## src/rtl/core/fsd_pkg.sv

```systemverilog
package fsd_pkg;

  localparam int unsigned CodeW   = 8;
  localparam int unsigned FluxW   = 20;
  localparam int unsigned FillW   = 16;
  localparam int unsigned KindW   = 2;
  localparam int unsigned CountW  = 28;
  localparam int unsigned AccW    = 29;
  localparam int unsigned CfgIdxW = 2;

  // Result kinds.
  localparam logic [KindW-1:0] KIND_FLUX = 2'd0;
  localparam logic [KindW-1:0] KIND_FILL = 2'd1;
  localparam logic [KindW-1:0] KIND_END  = 2'd2;

  // Configuration register indexes.
  localparam logic [CfgIdxW-1:0] REG_MIN_FLUX    = 2'd0;
  localparam logic [CfgIdxW-1:0] REG_MAX_FLUX    = 2'd1;
  localparam logic [CfgIdxW-1:0] REG_FILL_PERIOD = 2'd2;

  localparam logic [FluxW-1:0] MIN_FLUX_RST    = 20'd57;
  localparam logic [FluxW-1:0] MAX_FLUX_RST    = 20'd10800;
  localparam logic [FillW-1:0] FILL_PERIOD_RST = 16'd90;

  // Lead byte codes.
  localparam logic [CodeW-1:0] CODE_END        = 8'd0;
  localparam logic [CodeW-1:0] CODE_SHORT_LEAD = 8'd250;
  localparam logic [CodeW-1:0] CODE_LONG_LEAD  = 8'd255;
  localparam logic [CodeW-1:0] SHORT_OFFSET    = 8'd249;
  localparam int unsigned      ShortScale      = 250;
  localparam int unsigned      LongBytes       = 4;

  // One quotient bit per divider step.
  localparam int unsigned DivSteps = AccW;
  localparam int unsigned DivCntW  = $clog2(DivSteps);

  typedef struct packed {
    logic step;       // transfer of one input byte
    logic div_step;   // one restoring-division iteration
    logic push_fill;  // load the fill result into the output register
  } fsd_cmd_t;

  typedef struct packed {
    logic need_div;   // the byte on the input yields a fill run
    logic div_last;   // divider is on its final iteration
    logic slot_free;  // output register can take a result this cycle
  } fsd_sts_t;

endpackage

```

## src/rtl/core/fsd_ctrl.sv

```systemverilog
module fsd_ctrl import fsd_pkg::*; (
  input  logic     clk,
  input  logic     rst_n,
  input  logic     in_valid,
  output logic     in_ready,
  input  fsd_sts_t sts,
  output fsd_cmd_t cmd
);

  typedef enum logic [2:0] {
    S_IDLE = 3'b001,
    S_DIV  = 3'b010,
    S_PUSH = 3'b100
  } state_t;

  state_t state_r, state_nxt;

  assign in_ready = (state_r == S_IDLE) && sts.slot_free;

  always_comb begin
    state_nxt     = state_r;
    cmd.step      = 1'b0;
    cmd.div_step  = 1'b0;
    cmd.push_fill = 1'b0;
    unique case (state_r)
      S_IDLE: begin
        if (in_valid && in_ready) begin
          cmd.step = 1'b1;
          if (sts.need_div) begin
            state_nxt = S_DIV;
          end
        end
      end
      S_DIV: begin
        cmd.div_step = 1'b1;
        if (sts.div_last) begin
          state_nxt = S_PUSH;
        end
      end
      S_PUSH: begin
        if (sts.slot_free) begin
          cmd.push_fill = 1'b1;
          state_nxt     = S_IDLE;
        end
      end
      default: state_nxt = S_IDLE;
    endcase
  end

  always_ff @(posedge clk) begin
    if (!rst_n) begin
      state_r <= S_IDLE;
    end else begin
      state_r <= state_nxt;
    end
  end

endmodule

```

## src/rtl/core/fsd_dp.sv

```systemverilog
module fsd_dp import fsd_pkg::*; (
  input  logic                 clk,
  input  logic                 rst_n,
  input  logic [CodeW-1:0]     in_code_byte,
  input  logic                 cfg_valid,
  input  logic [CfgIdxW-1:0]   cfg_index,
  input  logic [FluxW-1:0]     cfg_data,
  input  fsd_cmd_t             cmd,
  output fsd_sts_t             sts,
  output logic                 out_valid,
  input  logic                 out_ready,
  output logic [KindW-1:0]     out_kind,
  output logic [FluxW-1:0]     out_period_minus_one,
  output logic [AccW-1:0]      out_repeat_count
);

  localparam logic [1:0] PH_LEAD  = 2'd0;
  localparam logic [1:0] PH_SHORT = 2'd1;
  localparam logic [1:0] PH_LONG  = 2'd2;

  logic [FluxW-1:0]  min_flux_r, max_flux_r;
  logic [FillW-1:0]  fill_period_r;

  logic [1:0]        phase_r, phase_nxt;
  logic [2:0]        left_r, left_nxt;
  logic [CountW-1:0] part_r, part_nxt;
  logic [AccW-1:0]   acc_r;

  logic [FillW-1:0]  div_fp_r;
  logic [FillW-1:0]  rem_r;
  logic [AccW-1:0]   quo_r;
  logic [DivCntW-1:0] div_cnt_r;

  logic              out_valid_r;
  logic [KindW-1:0]  kind_r;
  logic [FluxW-1:0]  period_r;
  logic [AccW-1:0]   repeat_r;

  logic              have, is_end;
  logic [CountW-1:0] count;
  logic [1:0]        k;
  logic [2:0]        lead_mult;
  logic [CountW-1:0] long_bits;
  logic [AccW-1:0]   acc_sum;
  logic              below_min, above_max;
  logic              emit_flux;
  logic [FillW:0]    trial;
  logic              trial_ge;

  // Byte parser: decides whether this byte completes a tick count.
  always_comb begin
    phase_nxt = phase_r;
    left_nxt  = left_r;
    part_nxt  = part_r;
    have      = 1'b0;
    is_end    = 1'b0;
    count     = '0;
    k         = 2'(3'(LongBytes) - left_r);
    lead_mult = 3'(in_code_byte - SHORT_OFFSET);
    long_bits = CountW'(in_code_byte[CodeW-1:1]) << (5'(k) * 5'd7);
    case (phase_r)
      PH_SHORT: begin
        count     = part_r + CountW'(in_code_byte) - CountW'(1);
        phase_nxt = PH_LEAD;
        part_nxt  = '0;
        have      = 1'b1;
      end
      PH_LONG: begin
        part_nxt = part_r | long_bits;
        left_nxt = left_r - 3'd1;
        if (left_nxt == 3'd0) begin
          count     = part_nxt;
          phase_nxt = PH_LEAD;
          part_nxt  = '0;
          have      = 1'b1;
        end
      end
      default: begin
        if (in_code_byte == CODE_END) begin
          is_end = 1'b1;
        end else if (in_code_byte < CODE_SHORT_LEAD) begin
          count = CountW'(in_code_byte);
          have  = 1'b1;
        end else if (in_code_byte < CODE_LONG_LEAD) begin
          part_nxt  = CountW'(lead_mult) * CountW'(ShortScale);
          phase_nxt = PH_SHORT;
        end else begin
          part_nxt  = '0;
          left_nxt  = 3'(LongBytes);
          phase_nxt = PH_LONG;
        end
      end
    endcase
  end

  assign acc_sum   = acc_r + AccW'(count);
  assign below_min = (acc_sum == '0) || (acc_sum < AccW'(min_flux_r));
  assign above_max = acc_sum > AccW'(max_flux_r);
  assign emit_flux = have && !below_min && !above_max;

  // Restoring divider: remainder stays below the divisor.
  assign trial    = {rem_r, quo_r[AccW-1]};
  assign trial_ge = trial >= {1'b0, div_fp_r};

  assign sts.need_div  = have && !below_min && above_max;
  assign sts.div_last  = div_cnt_r == DivCntW'(DivSteps - 1);
  assign sts.slot_free = !out_valid_r || out_ready;

  always_ff @(posedge clk) begin
    if (!rst_n) begin
      min_flux_r    <= MIN_FLUX_RST;
      max_flux_r    <= MAX_FLUX_RST;
      fill_period_r <= FILL_PERIOD_RST;
    end else if (cfg_valid) begin
      case (cfg_index)
        REG_MIN_FLUX:    min_flux_r    <= cfg_data;
        REG_MAX_FLUX:    max_flux_r    <= cfg_data;
        REG_FILL_PERIOD: fill_period_r <= cfg_data[FillW-1:0];
        default: ;
      endcase
    end
  end

  always_ff @(posedge clk) begin
    if (!rst_n) begin
      phase_r     <= PH_LEAD;
      left_r      <= '0;
      part_r      <= '0;
      acc_r       <= '0;
      out_valid_r <= 1'b0;
    end else begin
      if (out_valid_r && out_ready) begin
        out_valid_r <= 1'b0;
      end
      if (cmd.step) begin
        if (is_end) begin
          phase_r     <= PH_LEAD;
          left_r      <= '0;
          part_r      <= '0;
          acc_r       <= '0;
          out_valid_r <= 1'b1;
        end else begin
          phase_r <= phase_nxt;
          left_r  <= left_nxt;
          part_r  <= part_nxt;
          if (have) begin
            acc_r <= emit_flux ? '0 : acc_sum;
          end
          if (emit_flux) begin
            out_valid_r <= 1'b1;
          end
        end
      end
      if (cmd.push_fill) begin
        acc_r       <= AccW'(rem_r);
        out_valid_r <= 1'b1;
      end
    end
  end

  always_ff @(posedge clk) begin
    if (cmd.step) begin
      div_fp_r  <= (fill_period_r == '0) ? FillW'(1) : fill_period_r;
      quo_r     <= acc_sum;
      rem_r     <= '0;
      div_cnt_r <= '0;
      if (is_end) begin
        kind_r   <= KIND_END;
        period_r <= '0;
        repeat_r <= '0;
      end else begin
        kind_r   <= KIND_FLUX;
        period_r <= acc_sum[FluxW-1:0] - FluxW'(1);
        repeat_r <= AccW'(1);
      end
    end
    if (cmd.div_step) begin
      rem_r     <= trial_ge ? FillW'(trial - {1'b0, div_fp_r}) : trial[FillW-1:0];
      quo_r     <= {quo_r[AccW-2:0], trial_ge};
      div_cnt_r <= div_cnt_r + DivCntW'(1);
    end
    if (cmd.push_fill) begin
      kind_r   <= KIND_FILL;
      period_r <= FluxW'(div_fp_r - FillW'(1));
      repeat_r <= quo_r;
    end
  end

  assign out_valid            = out_valid_r;
  assign out_kind             = kind_r;
  assign out_period_minus_one = period_r;
  assign out_repeat_count     = repeat_r;

endmodule

```

## src/rtl/core/flux_stream_decoder_top.sv

```systemverilog
// Flux stream decoder: turns coded bytes into write-timer periods.
// Input channel (in_valid/in_ready/in_code_byte) takes one coded byte per
// transfer. Result channel (out_valid/out_ready/out_*) gives at most one
// result per byte: a flux period, a no-flux fill run, or end of stream.
// Configuration channel (cfg_valid/cfg_ready/cfg_index/cfg_data) is always
// ready; index 0 min_flux, 1 max_flux, 2 fill_period, index 3 is ignored.
// Write configuration only while the block is idle.
// A byte that yields a flux period or end of stream shows its result in the
// cycle after its transfer, and a new byte is taken every cycle while the
// output register is free or being emptied. A byte that yields a fill run
// starts a restoring divider that makes one quotient bit per cycle; then
// the quotient is loaded into the output register once it is free, and no
// byte is taken meanwhile.
// in_ready also needs the output register free or being emptied, so a
// stalled receiver holds off the input after one waiting result.
// Synchronous reset restores the register defaults, clears the parser and
// tick accumulator, and drops out_valid.
module flux_stream_decoder_top import fsd_pkg::*; (
  input  logic                 clk,
  input  logic                 rst_n,
  input  logic                 in_valid,
  output logic                 in_ready,
  input  logic [CodeW-1:0]     in_code_byte,
  output logic                 out_valid,
  input  logic                 out_ready,
  output logic [KindW-1:0]     out_kind,
  output logic [FluxW-1:0]     out_period_minus_one,
  output logic [AccW-1:0]      out_repeat_count,
  input  logic                 cfg_valid,
  output logic                 cfg_ready,
  input  logic [CfgIdxW-1:0]   cfg_index,
  input  logic [FluxW-1:0]     cfg_data
);

  fsd_cmd_t cmd;
  fsd_sts_t sts;

  assign cfg_ready = 1'b1;

  fsd_ctrl u_ctrl (
    .clk      (clk),
    .rst_n    (rst_n),
    .in_valid (in_valid),
    .in_ready (in_ready),
    .sts      (sts),
    .cmd      (cmd)
  );

  fsd_dp u_dp (
    .clk                  (clk),
    .rst_n                (rst_n),
    .in_code_byte         (in_code_byte),
    .cfg_valid            (cfg_valid),
    .cfg_index            (cfg_index),
    .cfg_data             (cfg_data),
    .cmd                  (cmd),
    .sts                  (sts),
    .out_valid            (out_valid),
    .out_ready            (out_ready),
    .out_kind             (out_kind),
    .out_period_minus_one (out_period_minus_one),
    .out_repeat_count     (out_repeat_count)
  );

endmodule
```

## config.mk

```make
export PLATFORM = sky130hd
export DESIGN_NAME = flux_stream_decoder_top
export DESIGN_NICKNAME = d
export VERILOG_FILES = /design/src/rtl/core/fsd_pkg.sv /design/src/rtl/core/fsd_ctrl.sv /design/src/rtl/core/fsd_dp.sv /design/src/rtl/core/flux_stream_decoder_top.sv
export SDC_FILE = /design/constraint.sdc
export NUM_CORES = 1
export LEC_CHECK = 0
export ABC_AREA = 0
export BUFFER_PORTS_ARGS = -buffer_cell sky130_fd_sc_hd__buf_4
export CAP_MARGIN = 20
export CORE_UTILIZATION = 45
export CTS_CLUSTER_SIZE = 12
export DETAILED_ROUTE_END_ITERATION = 12
export SYNTH_ARGS = -nofsm -noshare
export SYNTH_HDL_FRONTEND = slang
export SYNTH_SLANG_ARGS = --single-unit
```

## constraint.sdc

```tcl
create_clock -name clk -period 6.9 [get_ports clk]
set_clock_uncertainty 0.15 [all_clocks]
set_input_delay 0.345 -clock clk [delete_from_list [all_inputs] [get_ports clk]]
set_output_delay 0.345 -clock clk [all_outputs]
set_load 0.005 [all_outputs]
```

==> metrics.cfg <==
[status]
status=finished clean

[synth]
netlist_area_mm2=0.01595
ys_seq_elements=239
synthCells=1890
ys.flop_type=dfxtp_1
synth.distinct_cells=78
synth.area.top_cells=edfxtp_1 22%, dfxtp_1 16%, ha_1 10%, nand2_1 6.2%, a21oi_1 4.1%
ys_async_sr_fraction_pct=0
yosysSeqAreaShare_pct=37.21
ys.warnings.count=0
synth_edf_count=115
synth_nets=2060
synth_area_per_cell_um2=8.440
synth_top_area_share_pct=21.65
post-synth-top-area-cell=edfxtp_1

[grt]
grt_pass1_vias=12975
grt_pass1_wl_um=71690
grt_max_degree=50
antenna_found_initial=0
overflow=0
grt_use_total_pct=25.16

[place]
pre_cts_slack_ns=0.1035
hpwl_um=34870
numPortBuffers=87
gp_congestion=0.9704
place_inst=2380

[floorplanning]
core.rowCount=68
ios=89
die_x_um=190.3
die_area_mm2=0.03620
die_h_um=190.3
start_util_pct=45.95
core-area_mm2=0.03471

[sta]
finalHoldViolations=0
final-setup-viol-count=0
clock.fmax_mhz=153.3
whs_ns=0.02533
relSlewSlack_pct=30.14
slew_violations=0
period_needed_ns=6.522
tightest_slew_ns=1.047
setup_slack_ns=0.3781
finalCritPeriodShare_pct=94.52

[setup_path]
critPathCaptureType=flip-flop
cp.arrival_ns=6.82
max_stage_delay_ns=0.58
cp.required_ns=7.20
crit_path_top_delay_cell=or4_1
worst-path-max-fanout=20
criticalPathCategory=reg2reg
worstSetupStartpointType=flip-flop

[power_and_ir_drop]
leakage_nw=7.723
power.density_mw_per_mm2=226.4
vdd_drop_max_mv=0.2009

[layout]
fin_cells=2458
final_cell_mix=263 x nand2_1, 153 x inv_1, 144 x buf_4, 130 x nor2_1
area_growth_pct=15.37
multiInputGateArea_mm2=0.009054
diodes=0
final_common_cell=nand2_1
seq_area_mm2=0.005936
drive_above_1_share_pct=11.03
n_fill_cell=3329
fin_nets=2152

[detailed_routing]
wl_um=45950
num_vias=13968
drt-wirelength-per-cell_um=18.69
drc_errors=0
ant_nets=0
firstDrtPassIters=5
first_iter_violations=1042
via_per_inst=5.683

[clock_tree]
cts_buffers=28
cts-htree-levels=1
cts.sinks=239
ctsLongestPathBuffers=3
clockRootBuffer=clkbuf_16
tritoncts=yes
clkLatencyLatePin_ns=0.59
clkTransAtPathRegs_ns=0.06

[job]
max_cap_viol_count=0

[worst_hold_path]
hold_class=in2reg

power breakdown:
part           switching (mW)  internal (mW)
clock network           0.622          0.849
registers              0.0606           1.61
logic                   0.593          0.429
total                    1.27           2.89
what timing repair did:
action | CTS | global route
hold buffers | 24 | 0
resized for setup | 0 | 10
endpoints found under the hold margin | 66 | 0
setup endpoints to repair | 0 | 22
buffers inserted | 0 | 2
worst paths after layout:
path / from / end / slack (ns) / cells past startpoint
worst max register to register: u_dp.part_r[1] / u_dp.acc_r[5] / 0.38 / 28
worst min register to register: u_dp.out_kind[0] / u_dp.out_kind[0] / 0.30 / 2
worst max-delay path: u_dp.part_r[1] / u_dp.acc_r[5] / 0.38 / 28
worst min-delay path: rst_n / u_dp.fill_period_r[6] / 0.03 / 2
metal layers:
metal | vias to the layer above | share of wire (%) | global-route usage [%]
li1 | 6872 | - | -
met1 | 6637 | 47 | 36.16
met2 | 394 | 44 | 38.99
met3 | 65 | 5.7 | 3.110
met4 | 0 | 2.5 | 8.308
met5 | - | 0 | 0
layout make-up:
class                      count  share of cell area, %
multi-input combinational   1390                  49.19
sequential                   239                  32.25
timing repair buffer         170                  7.397
clock buffer                  38                  4.120
inverter                     153                  3.121
tap                          455                  3.093
clock inverter                13                 0.8226
logic make-up (layout without fill, tap and decap cells):
kind of cell | Yosys count | after routing | share of synthesized area, %
AND/OR/NAND/NOR | 653 | 653 | 19.18
AO/OA/AOI/OAI | 501 | 501 | 20.84
buffers and inverters | 261 | 374 | 6.338
flip-flops | 239 | 239 | 37.21
adder cells (fa/ha/maj) | 135 | 135 | 10.82
XOR/XNOR | 94 | 94 | 5.208
multiplexers | 6 | 6 | 0.3765
other | 1 | 1 | 0.02351
registers in the layout (all words and copies together) (netlist names), 3 cells and up:
signal and flops:
u_dp.acc_r 29, u_dp.out_repeat_count 29, u_dp.quo_r 29, u_dp.part_r 28, u_dp.max_flux_r 20, u_dp.min_flux_r 20
u_dp.out_period_minus_one 20, u_dp.div_fp_r 16, u_dp.fill_period_r 16, u_dp.rem_r 16, u_dp.div_cnt_r 5, u_ctrl.state_r 3
u_dp.left_r 3
cells in the mapped netlist (30+ instances only):
library cell / instances
inv_1: 153
nor2_1: 131
dfxtp_1: 124
a21o_1: 30
nand2_1: 265
o21ai_0: 85
edfxtp_1: 115
ha_1: 130
clkbuf_1: 100
and3_1: 39
xor2_1: 34
a21boi_0: 47
xnor2_1: 59
nand3_1: 49
a21oi_1: 130
o22ai_1: 40
critical path, delay by kind of cell, from the launching register on:
kind / cells / cell delay [ns]
xor+xnor: 1 / 0.16
fa+ha+maj: 4 / 1.27
simple gates: 6 / 1.40
flops: 1 / 0.35
compound gates: 13 / 2.63
buf+inv: 4 / 0.45
per-stage QoR:
step                instance area (um^2)   TNS [ns]  utilization [%]  power (mW)
floorplan                          15950          0                -       2.330
global placement                   17190          0            49.52       2.682
detailed placement                 17190          0            49.52       2.696
CTS                                18340          0            52.83       4.188
global route                       18400  -0.008493            53.02       4.355
finish                             18400          0            53.02       4.167
Note: power is estimated with default switching activity, not from simulation.
